`src/rtl/depth_minmax_to_gray_macros.svh`:
```
// Assertion macros shared by the depth-to-gray RTL.
`ifndef DEPTH_MINMAX_TO_GRAY_MACROS_SVH
`define DEPTH_MINMAX_TO_GRAY_MACROS_SVH

// Check that a condition implies a consequence in the same cycle.
`define DMG_ASSERT_SAME(lbl, clk, rst, ante, cons) \
   lbl: assert property (@(posedge clk) disable iff (rst) (ante) |-> (cons)) \
      else $error("depth_minmax_to_gray: same-cycle check failed");

// Check that a condition implies a consequence in the next cycle.
`define DMG_ASSERT_NEXT(lbl, clk, rst, ante, cons) \
   lbl: assert property (@(posedge clk) disable iff (rst) (ante) |=> (cons)) \
      else $error("depth_minmax_to_gray: next-cycle check failed");

`endif

```
`src/rtl/dmg_pkg.sv`:
```
// Shared types and constants for the depth-to-gray block.
`timescale 1ns / 1ps
package dmg_pkg;

   localparam int DEPTH_W            = 24;
   localparam int GRAY_W             = 8;
   localparam int DEPTH_BITS_DEFAULT = 24;
   localparam int DIV_STEPS          = GRAY_W;
   localparam int CNT_W              = $clog2(DIV_STEPS);

   localparam logic [GRAY_W-1:0] GRAY_FULL = 8'hFF;
   localparam logic [GRAY_W-1:0] GRAY_ZERO = 8'h00;

   localparam logic KIND_SCAN    = 1'b0;
   localparam logic KIND_CONVERT = 1'b1;

   typedef struct packed {
      logic               kind;
      logic [DEPTH_W-1:0] depth;
      logic               first_sample;
   } req_type;

   typedef struct packed {
      logic [GRAY_W-1:0] gray;
      logic              flat_range;
   } rsp_type;

   typedef struct packed {
      logic scan_upd;
      logic capture;
      logic prep;
      logic div_step;
      logic load_out;
   } cmd_type;

   typedef struct packed {
      logic short_case;
   } sts_type;

endpackage

```
`src/rtl/dmg_ctrl.sv`:
```
// Sequencer for the depth-to-gray block: handshakes, divide step count, output valid.
`timescale 1ns / 1ps
`include "depth_minmax_to_gray_macros.svh"
module dmg_ctrl
   import dmg_pkg::*;
(
   input  logic    clock,
   input  logic    reset,
   input  logic    req_valid,
   input  logic    req_kind,
   output logic    req_stall,
   output logic    rsp_valid,
   input  logic    rsp_stall,
   output cmd_type cmd,
   input  sts_type sts
);

   typedef enum logic [3:0] {
      ST_IDLE = 4'b0001,
      ST_PREP = 4'b0010,
      ST_DIV  = 4'b0100,
      ST_FIN  = 4'b1000
   } state_type;

   state_type        state_ff, state_in;
   logic [CNT_W-1:0] cnt_ff, cnt_in;
   logic             valid_ff, valid_in;
   logic             accept;
   logic             out_free;

   assign req_stall = (state_ff != ST_IDLE);
   assign accept    = req_valid && !req_stall;
   assign out_free  = !valid_ff || !rsp_stall;
   assign rsp_valid = valid_ff;

   always_comb begin
      state_in     = state_ff;
      cnt_in       = cnt_ff;
      cmd          = '0;
      cmd.scan_upd = accept && (req_kind == KIND_SCAN);
      cmd.capture  = accept && (req_kind == KIND_CONVERT);
      case (state_ff)
         ST_IDLE: begin
            if (cmd.capture) begin
               state_in = ST_PREP;
            end
         end
         ST_PREP: begin
            cmd.prep = 1'b1;
            cnt_in   = CNT_W'(DIV_STEPS - 1);
            state_in = sts.short_case ? ST_FIN : ST_DIV;
         end
         ST_DIV: begin
            cmd.div_step = 1'b1;
            cnt_in       = cnt_ff - 1'b1;
            if (cnt_ff == '0) begin
               state_in = ST_FIN;
            end
         end
         ST_FIN: begin
            if (out_free) begin
               cmd.load_out = 1'b1;
               state_in     = ST_IDLE;
            end
         end
         default: begin
            state_in = ST_IDLE;
         end
      endcase
   end

   always_comb begin
      valid_in = valid_ff;
      if (cmd.load_out) begin
         valid_in = 1'b1;
      end else if (!rsp_stall) begin
         valid_in = 1'b0;
      end
   end

   always_ff @(posedge clock) begin
      if (reset) begin
         state_ff <= ST_IDLE;
         cnt_ff   <= '0;
         valid_ff <= 1'b0;
      end else begin
         state_ff <= state_in;
         cnt_ff   <= cnt_in;
         valid_ff <= valid_in;
      end
   end

   `DMG_ASSERT_NEXT(a_convert_enters_prep, clock, reset, cmd.capture, state_ff == ST_PREP)
   `DMG_ASSERT_NEXT(a_last_step_finishes, clock, reset,
      (state_ff == ST_DIV) && (cnt_ff == '0), state_ff == ST_FIN)
   `DMG_ASSERT_NEXT(a_load_raises_valid, clock, reset, cmd.load_out,
      valid_ff && (state_ff == ST_IDLE))

endmodule

```
`src/rtl/dmg_datapath.sv`:
```
// Datapath: running extremes, operand prep, restoring divider and output register.
`timescale 1ns / 1ps
`include "depth_minmax_to_gray_macros.svh"
module dmg_datapath
   import dmg_pkg::*;
#(
   parameter int DEPTH_BITS = DEPTH_BITS_DEFAULT
) (
   input  logic    clock,
   input  logic    reset,
   input  req_type req_data,
   input  cmd_type cmd,
   output sts_type sts,
   output rsp_type rsp_data
);

   localparam int W = DEPTH_BITS + GRAY_W;

   logic [DEPTH_BITS-1:0] min_ff, min_in;
   logic [DEPTH_BITS-1:0] max_ff, max_in;
   logic [DEPTH_BITS-1:0] depth_ff;
   logic [DEPTH_BITS-1:0] d_new;
   logic [DEPTH_BITS-1:0] diff;
   logic [DEPTH_BITS-1:0] range;
   logic [W-1:0]          num;
   logic [W-1:0]          rem_ff, rem_in;
   logic [W-1:0]          dsh_ff, dsh_in;
   logic [GRAY_W-1:0]     quo_ff, quo_in;
   logic                  flat_ff, low_ff, high_ff;
   logic                  flat, low, high;
   logic                  ge;
   rsp_type               out_ff;

   // drop depth bits above the configured width
   assign d_new = DEPTH_BITS'(req_data.depth);

   always_comb begin
      min_in = min_ff;
      max_in = max_ff;
      if (cmd.scan_upd) begin
         if (req_data.first_sample) begin
            min_in = d_new;
            max_in = d_new;
         end else begin
            if (d_new < min_ff) begin
               min_in = d_new;
            end
            if (d_new > max_ff) begin
               max_in = d_new;
            end
         end
      end
   end

   assign flat  = (max_ff <= min_ff);
   assign low   = (depth_ff <= min_ff);
   assign high  = (depth_ff >= max_ff);
   assign diff  = depth_ff - min_ff;
   assign range = max_ff - min_ff;
   // 255 * diff as (diff << 8) - diff
   assign num   = (W'(diff) << GRAY_W) - W'(diff);

   assign sts.short_case = flat || low || high;

   assign ge = (rem_ff >= dsh_ff);

   always_comb begin
      rem_in = rem_ff;
      dsh_in = dsh_ff;
      quo_in = quo_ff;
      if (cmd.prep) begin
         rem_in = num;
         dsh_in = W'(range) << (GRAY_W - 1);
         quo_in = GRAY_ZERO;
      end else if (cmd.div_step) begin
         if (ge) begin
            rem_in = rem_ff - dsh_ff;
         end
         dsh_in = dsh_ff >> 1;
         quo_in = {quo_ff[GRAY_W-2:0], ge};
      end
   end

   always_ff @(posedge clock) begin
      if (reset) begin
         min_ff <= '1;
         max_ff <= '0;
      end else begin
         min_ff <= min_in;
         max_ff <= max_in;
      end
   end

   always_ff @(posedge clock) begin
      if (cmd.capture) begin
         depth_ff <= d_new;
      end
      if (cmd.prep) begin
         flat_ff <= flat;
         low_ff  <= low;
         high_ff <= high;
      end
      rem_ff <= rem_in;
      dsh_ff <= dsh_in;
      quo_ff <= quo_in;
      if (cmd.load_out) begin
         out_ff.flat_range <= flat_ff;
         if (flat_ff || low_ff) begin
            out_ff.gray <= GRAY_ZERO;
         end else if (high_ff) begin
            out_ff.gray <= GRAY_FULL;
         end else begin
            out_ff.gray <= quo_ff;
         end
      end
   end

   assign rsp_data = out_ff;

   `DMG_ASSERT_NEXT(a_first_sets_both, clock, reset,
      cmd.scan_upd && req_data.first_sample, min_ff == max_ff)
   `DMG_ASSERT_NEXT(a_flat_gives_zero, clock, reset,
      cmd.load_out && flat_ff, rsp_data.flat_range && (rsp_data.gray == GRAY_ZERO))

endmodule

```
`src/rtl/depth_minmax_to_gray.sv`:
```
// Top level of the depth-to-gray min-max normalizer.
// Maps depth samples to 8-bit gray by min-max normalization. Stream each frame
// twice: first as scan requests (kind 0), which update the running minimum and
// maximum and return nothing (first_sample restarts both extremes), then as
// convert requests (kind 1), each returning one result with
// gray = floor(255 * (depth - min) / (max - min)), clamped to 0..255. When
// max <= min (including convert before any scan) gray is 0 and flat_range is 1.
// Only the low DEPTH_BITS bits of depth are used. A convert request runs
// capture, operand prep, eight iterations of the shared restoring divider (one
// quotient bit per cycle), and output load; samples at or beyond the extremes
// or on a flat range skip the divider. The divider's one-bit-per-cycle loop,
// together with any stall on the output, sets the convert rate. A finished
// result sits in the output register while the next request is accepted and
// worked on.
`timescale 1ns / 1ps
module depth_minmax_to_gray
   import dmg_pkg::*;
#(
   parameter int DEPTH_BITS = DEPTH_BITS_DEFAULT
) (
   input  logic    clock,
   input  logic    reset,
   input  logic    req_valid,
   output logic    req_stall,
   input  req_type req_data,
   output logic    rsp_valid,
   input  logic    rsp_stall,
   output rsp_type rsp_data
);

   // command and status between sequencer and datapath
   cmd_type cmd;
   sts_type sts;

   // sequencer: accept requests, step the divider, hold the output valid
   dmg_ctrl u_ctrl (
      .clock     (clock),
      .reset     (reset),
      .req_valid (req_valid),
      .req_kind  (req_data.kind),
      .req_stall (req_stall),
      .rsp_valid (rsp_valid),
      .rsp_stall (rsp_stall),
      .cmd       (cmd),
      .sts       (sts)
   );

   // datapath: extremes, divide operands, quotient and output register
   dmg_datapath #(
      .DEPTH_BITS (DEPTH_BITS)
   ) u_datapath (
      .clock    (clock),
      .reset    (reset),
      .req_data (req_data),
      .cmd      (cmd),
      .sts      (sts),
      .rsp_data (rsp_data)
   );

endmodule
```
`config.mk`:
```
export PLATFORM = sky130hd
export DESIGN_NAME = depth_minmax_to_gray
export DESIGN_NICKNAME = d
export VERILOG_FILES = /design/src/rtl/dmg_pkg.sv /design/src/rtl/dmg_ctrl.sv /design/src/rtl/dmg_datapath.sv /design/src/rtl/depth_minmax_to_gray.sv
export VERILOG_INCLUDE_DIRS = /design/src /design/src/rtl
export SDC_FILE = /design/constraint.sdc
export NUM_CORES = 1
export LEC_CHECK = 0
export ABC_AREA = 1
export BUFFER_PORTS_ARGS = -buffer_cell sky130_fd_sc_hd__buf_2
export CORE_AREA = 2 2 248 250
export CTS_CLUSTER_SIZE = 16
export DETAILED_ROUTE_END_ITERATION = 12
export DIE_AREA = 0 0 250 252
export RECOVER_POWER = 100
export SLEW_MARGIN = 30
export SYNTH_ARGS = -nofsm -noshare
export SYNTH_HDL_FRONTEND = slang
export SYNTH_SLANG_ARGS = --single-unit
```
`constraint.sdc`:
```
create_clock -name clock -period 8.91 [get_ports clock]
set_input_delay 0 -clock clock [delete_from_list [all_inputs] [get_ports clock]]
set_output_delay 0 -clock clock [all_outputs]
set_load 0.02 [all_outputs]
```
==> results <==
- The run finished, with violations left.
- The final reports fail on max-capacitance violations, max-slew violations.
- TritonCTS built the clock tree.
- The largest single stage delay on the critical path is between 2 and 2.5 ns.
- The startpoint type of the worst setup path is a register.
- The worst setup path is captured at a register.
- The number of stages on the worst hold path is 6.
- For this design the static power due to leakage is roughly 7.3 nW.
- Data on the critical path is required at its endpoint by around 9 ns.
- The origin of the worst min-delay path is req_data[0].
- Gates resized during post-CTS repair numbered 0.
- The via count normalized by instance count is around 4.6.
- Of the total power, the clock network draws about a third.
- The routability-driven placement congestion ratio is slightly below 1.
- The number of warnings reported in the yosys synthesis log is 0.
- The synthesized instance count is 1931.
- The endpoint identified for the worst register-to-register timing path is u_datapath.rem_ff[5].
- The synthesized design contains 163 register bits.
- Of all nets on the critical path, the largest fanout is 70.
- After layout, the worst path uses a little under three fifths of the clock period.
- Of all flip-flops after synthesis, the portion carrying an async set or reset was 0%.
- In this run the clock root is driven by a clkbuf_16.
- The length of the first detailed-routing pass in iterations is 8.
- The total global routing track utilization is approximately 13%.
- The total negative setup slack is 0 ns.
- Across the run, the number of max-cap violations was 6.
- The placeable core region is 0.0601 sq mm.
- The worst hold slack across all endpoints is 0.207 ns.
- The half-perimeter wire length of the detailed placement result is 32800 um.
- Setup repair after global routing left no endpoint under its margin.
- The kind of cell adding the most delay to the critical path is buffers and inverters.
- Data on the critical path arrives at its endpoint at about 5.2 ns.
- The net switching power of the design is between 0.9 and 1 mW.
- Overall power consumption after layout is estimated at between 2 and 2.5 mW.
- Post-CTS timing repair inserted 0 buffers for setup.
- IR analysis of the VDD net gives a maximum drop of approximately 0.00015 V.
- The internal reg-to-reg setup slack is between 3 and 4 ns.
- The clock slew at the register clock pins of the worst setup and hold paths is 0.08 ns.
- After global routing the overflow that remains totals 0.
- The critical path's slowest cell is clkbuf_1.
- The average wire per standard cell is approximately 15 um.
- The quantity of I/O buffers inserted on ports is 40.
- The filler cells instantiated in the layout total approximately 6700.
- The class of the most critical setup path is reg -> reg.
- The number of global-route vias before repair is 12200.
- The tree built by TritonCTS fans out to 163 sinks.
- The routed design could run at a clock period as short as between 5 and 6 ns.
- Dividing total power by cell area gives a power density of 156 mW/mm^2.
- The number of slew-limit violations in the final report is 245.
- Sequential cells were found to cover between 30% and 40% of the synthesized design area.
- The top achievable clock speed is ~200 MHz.
- Detailed routing inserted a total of between 10000 and 15000 vias.
- After detailed routing, the number of remaining DRC violations is 0.
- The clock latency of the later-clocked register in the worst-skew pair is 0.47 ns.
- In the final layout, the share of cells above drive strength 1 is just under 4%.
- The final layout net count is 2196.
- The number of antenna violations at the first check in global routing was 0.
- The H-tree depth is 4.
- In this run, distinct cell masters in the synthesized netlist total just under 50.
- Timing analysis after detailed placement gives a worst setup slack of approximately 4.8 ns.
- The antenna diode count is 0.
- In this run, placement finished with an instance count of 2729.
- The clock passes through at most 2 buffers.
- The die covers roughly 0.063 sq mm.
- The total internal power is approximately 1.5 mW.
- The number of buffers created by CTS is 17.
- In this run, flip-flops and latches consume 34.7% of the power.
- The first global-routing pass estimated roughly 65000 um of wire.
- The final clock skew is between 0.015 and 0.02 ns.
- The post-synthesis instance area is between 0.01 and 0.015 sq mm.
- The remaining antenna violation count is 0.
- The headroom to the max-slew limit is -105%.
- The post-layout instance count excluding filler cells is 2790.
- The vertical extent of the die is ~250 um.
- After the first detailed-routing iteration, the DRC count stood at slightly above 800.
- In this run the core area contains 90 standard-cell rows.
- Walking the worst path, the cells encountered are nor2_1 -> inv_1 -> nor3_1 -> clkbuf_1 -> inv_1 -> nand2_1 -> clkbuf_1.
- The synthesized design contains 92 enable-type register cells.
- The endpoint of the worst hold path is u_datapath.min_ff[17].
- Wires add up to about 41000 um.
- The pin count of the biggest net entering global routing is 71.
- Measured in cells, the most critical reg-to-reg path has a length of 7.
- The synthesized net count is ~2100.
- The hold violation count in the final report is 0.
- The synthesized area per cell is between 7 and 8 sq um.
- Of the total power, the share spent switching nets is between 30% and 40%.
- The worst min-delay path class is in -> reg.
- During I/O placement, the number of pins put on the boundary was 41.
- The die extent in x is about 250 um.
- The most used flip-flop cell after synthesis is edfxtp_1.
- The transition time at the pin with the least slew margin is just over 3 ns.
- The least setup slack across all paths after layout is between 3 and 4 ns.
- The worst register-to-register path begins at u_ctrl.state_ff[3].
- Together, buffers and inverters on the worst path number 4.
- The part of the total power dissipated in combinational logic is 33.7%.
- The effective utilization at floorplan is a little under a quarter.
- Setup violations remaining at the end of the flow were counted as 0.
- Compared with the post-synthesis result, the final layout area differs by 14.2%.
==> cell families after synthesis <==
| family | Yosys count | share of synthesized area (%) |
|---|---|---|
| fa+ha+maj | 171 | 15.8 |
| buf+inv | 325 | 8.99 |
| compound gates | 408 | 16.2 |
| xor+xnor | 41 | 2.62 |
| flops | 163 | 30.5 |
| simple gates | 823 | 25.9 |
==> registers in the layout, indices dropped and copies added (netlist names) <==
| name | flops |
|---|---|
| u_datapath.rem_ff | 32 |
| u_datapath.dsh_ff | 31 |
| u_datapath.depth_ff | 24 |
| u_datapath.max_ff | 24 |
| u_datapath.min_ff | 24 |
| u_datapath.rsp_data | 9 |
| u_datapath.quo_ff | 8 |
| u_ctrl.state_ff | 4 |
| u_ctrl.cnt_ff | 3 |
| u_ctrl.rsp_valid | 1 |
| u_datapath.flat_ff | 1 |
| u_datapath.high_ff | 1 |
| u_datapath.low_ff | 1 |
==> power by group through the flow <==
stage | logic, mW | clock network, mW | registers, mW
after CTS | 0.818 | 0.789 | 0.845
after floorplan | 0.583 | 0 | 0.856
after detailed placement | 0.803 | 0 | 0.862
after global placement | 0.809 | 0 | 0.861
final | 0.821 | 0.770 | 0.846
after global routing | 0.931 | 0.811 | 0.850
==> synthesized netlist by cell type (4+ instances only) <==
cell type	count	area, sq um
a21o_1	4	30.0
nand3b_1	8	60.1
nand2_2	13	81.3
nand4_1	29	181
xor2_1	25	219
and2_1	4	25.0
o21a_1	13	97.6
nand3_1	140	701
edfxtp_1	92	2760
o211ai_1	4	30.0
ha_1	168	2100
o21ai_1	14	70.1
nor3_1	25	125
xnor2_1	16	140
o21bai_1	6	45.0
o221ai_1	4	35.0
nor2_2	9	56.3
nand2_1	426	1600
a221oi_1	6	52.6
a211oi_1	4	30.0
o21ai_0	137	686
inv_1	290	1090
clkbuf_1	29	109
a21oi_1	189	946
nor2_1	148	556
nor4_1	6	37.5
o22ai_1	9	56.3
a31oi_1	6	37.5
dfxtp_1	71	1420
or2_2	5	31.3
==> per-stage QoR <==
stage	util, %	cell area, sq um
final	26.0	15600
after global routing	26.0	15600
after CTS	26.2	15700
after detailed placement	24.7	14800
after global placement	24.7	14800
after floorplan	-	13700
==> worst max-delay path by stage <==
stage | start | endpoint | slack, ns | cells past startpoint
floorplan | u_datapath.depth_ff[0] | u_datapath.rem_ff[29] | 5.58 | 26
global placement | u_datapath.depth_ff[0] | u_datapath.rem_ff[18] | 4.76 | 22
detailed placement | u_datapath.depth_ff[0] | u_datapath.rem_ff[18] | 4.81 | 22
CTS | u_datapath.depth_ff[0] | u_datapath.rem_ff[18] | 4.80 | 22
global route | u_ctrl.state_ff[3] | u_datapath.quo_ff[0] | 3.28 | 8
finish | u_ctrl.state_ff[3] | u_datapath.rem_ff[5] | 3.81 | 7
==> tightest hold or removal path, delay by kind of cell <==
| family | cells | cell delay, ns |
|---|---|---|
| buffers and inverters | 3 | 0.39 |
| AND/OR/NAND/NOR | 3 | 0.24 |
==> cells in the final DEF (no fill, tap or decap), drive strengths merged, types with 4 or more instances in the layout <==
cell type,Yosys,routed
a21oi,189,189
inv,291,302
or2,7,7
dfxtp,71,71
dlygate4sd3,0,29
a221oi,6,6
nand2,440,440
and2,4,4
a21o,4,4
o211ai,4,4
o21ai,153,153
ha,168,168
nor2,159,159
nand4,29,29
edfxtp,92,92
nor4,7,7
nor3,25,25
o221ai,4,4
xnor2,16,16
nand3b,8,8
buf,4,9
clkbuf,30,58
nand3,142,142
o21a,13,13
xor2,25,25
o22ai,9,9
a31oi,6,6
o21bai,7,7
a211oi,4,4
==> layer usage <==
layer | vias up | wire, um | part of all wire, % | global-route usage, %
met3 | 56 | 1460 | 3.6 | 1.52
li1 | 6637 | - | - | -
met4 | 0 | 1200 | 2.9 | 5.29
met5 | - | 0 | 0 | 0
met2 | 277 | 18400 | 45 | 21.1
met1 | 5897 | 19600 | 48 | 17.4
==> final cells by class <==
class,count,area (sq um),area share (%)
multi-input combinational,1443,8290,53.0
sequential,163,4180,26.7
inverter,291,1090,6.98
tap,782,978,6.25
timing repair buffer,79,499,3.19
clock buffer,17,425,2.72
clock inverter,15,180,1.15
==> repair_timing <==
action / in CTS / in global routing
endpoints found under the setup margin: 0 / 0
endpoints found under the hold margin: 78 / 0
hold buffers: 29 / 0
Note: power is estimated with default switching activity, not from simulation.
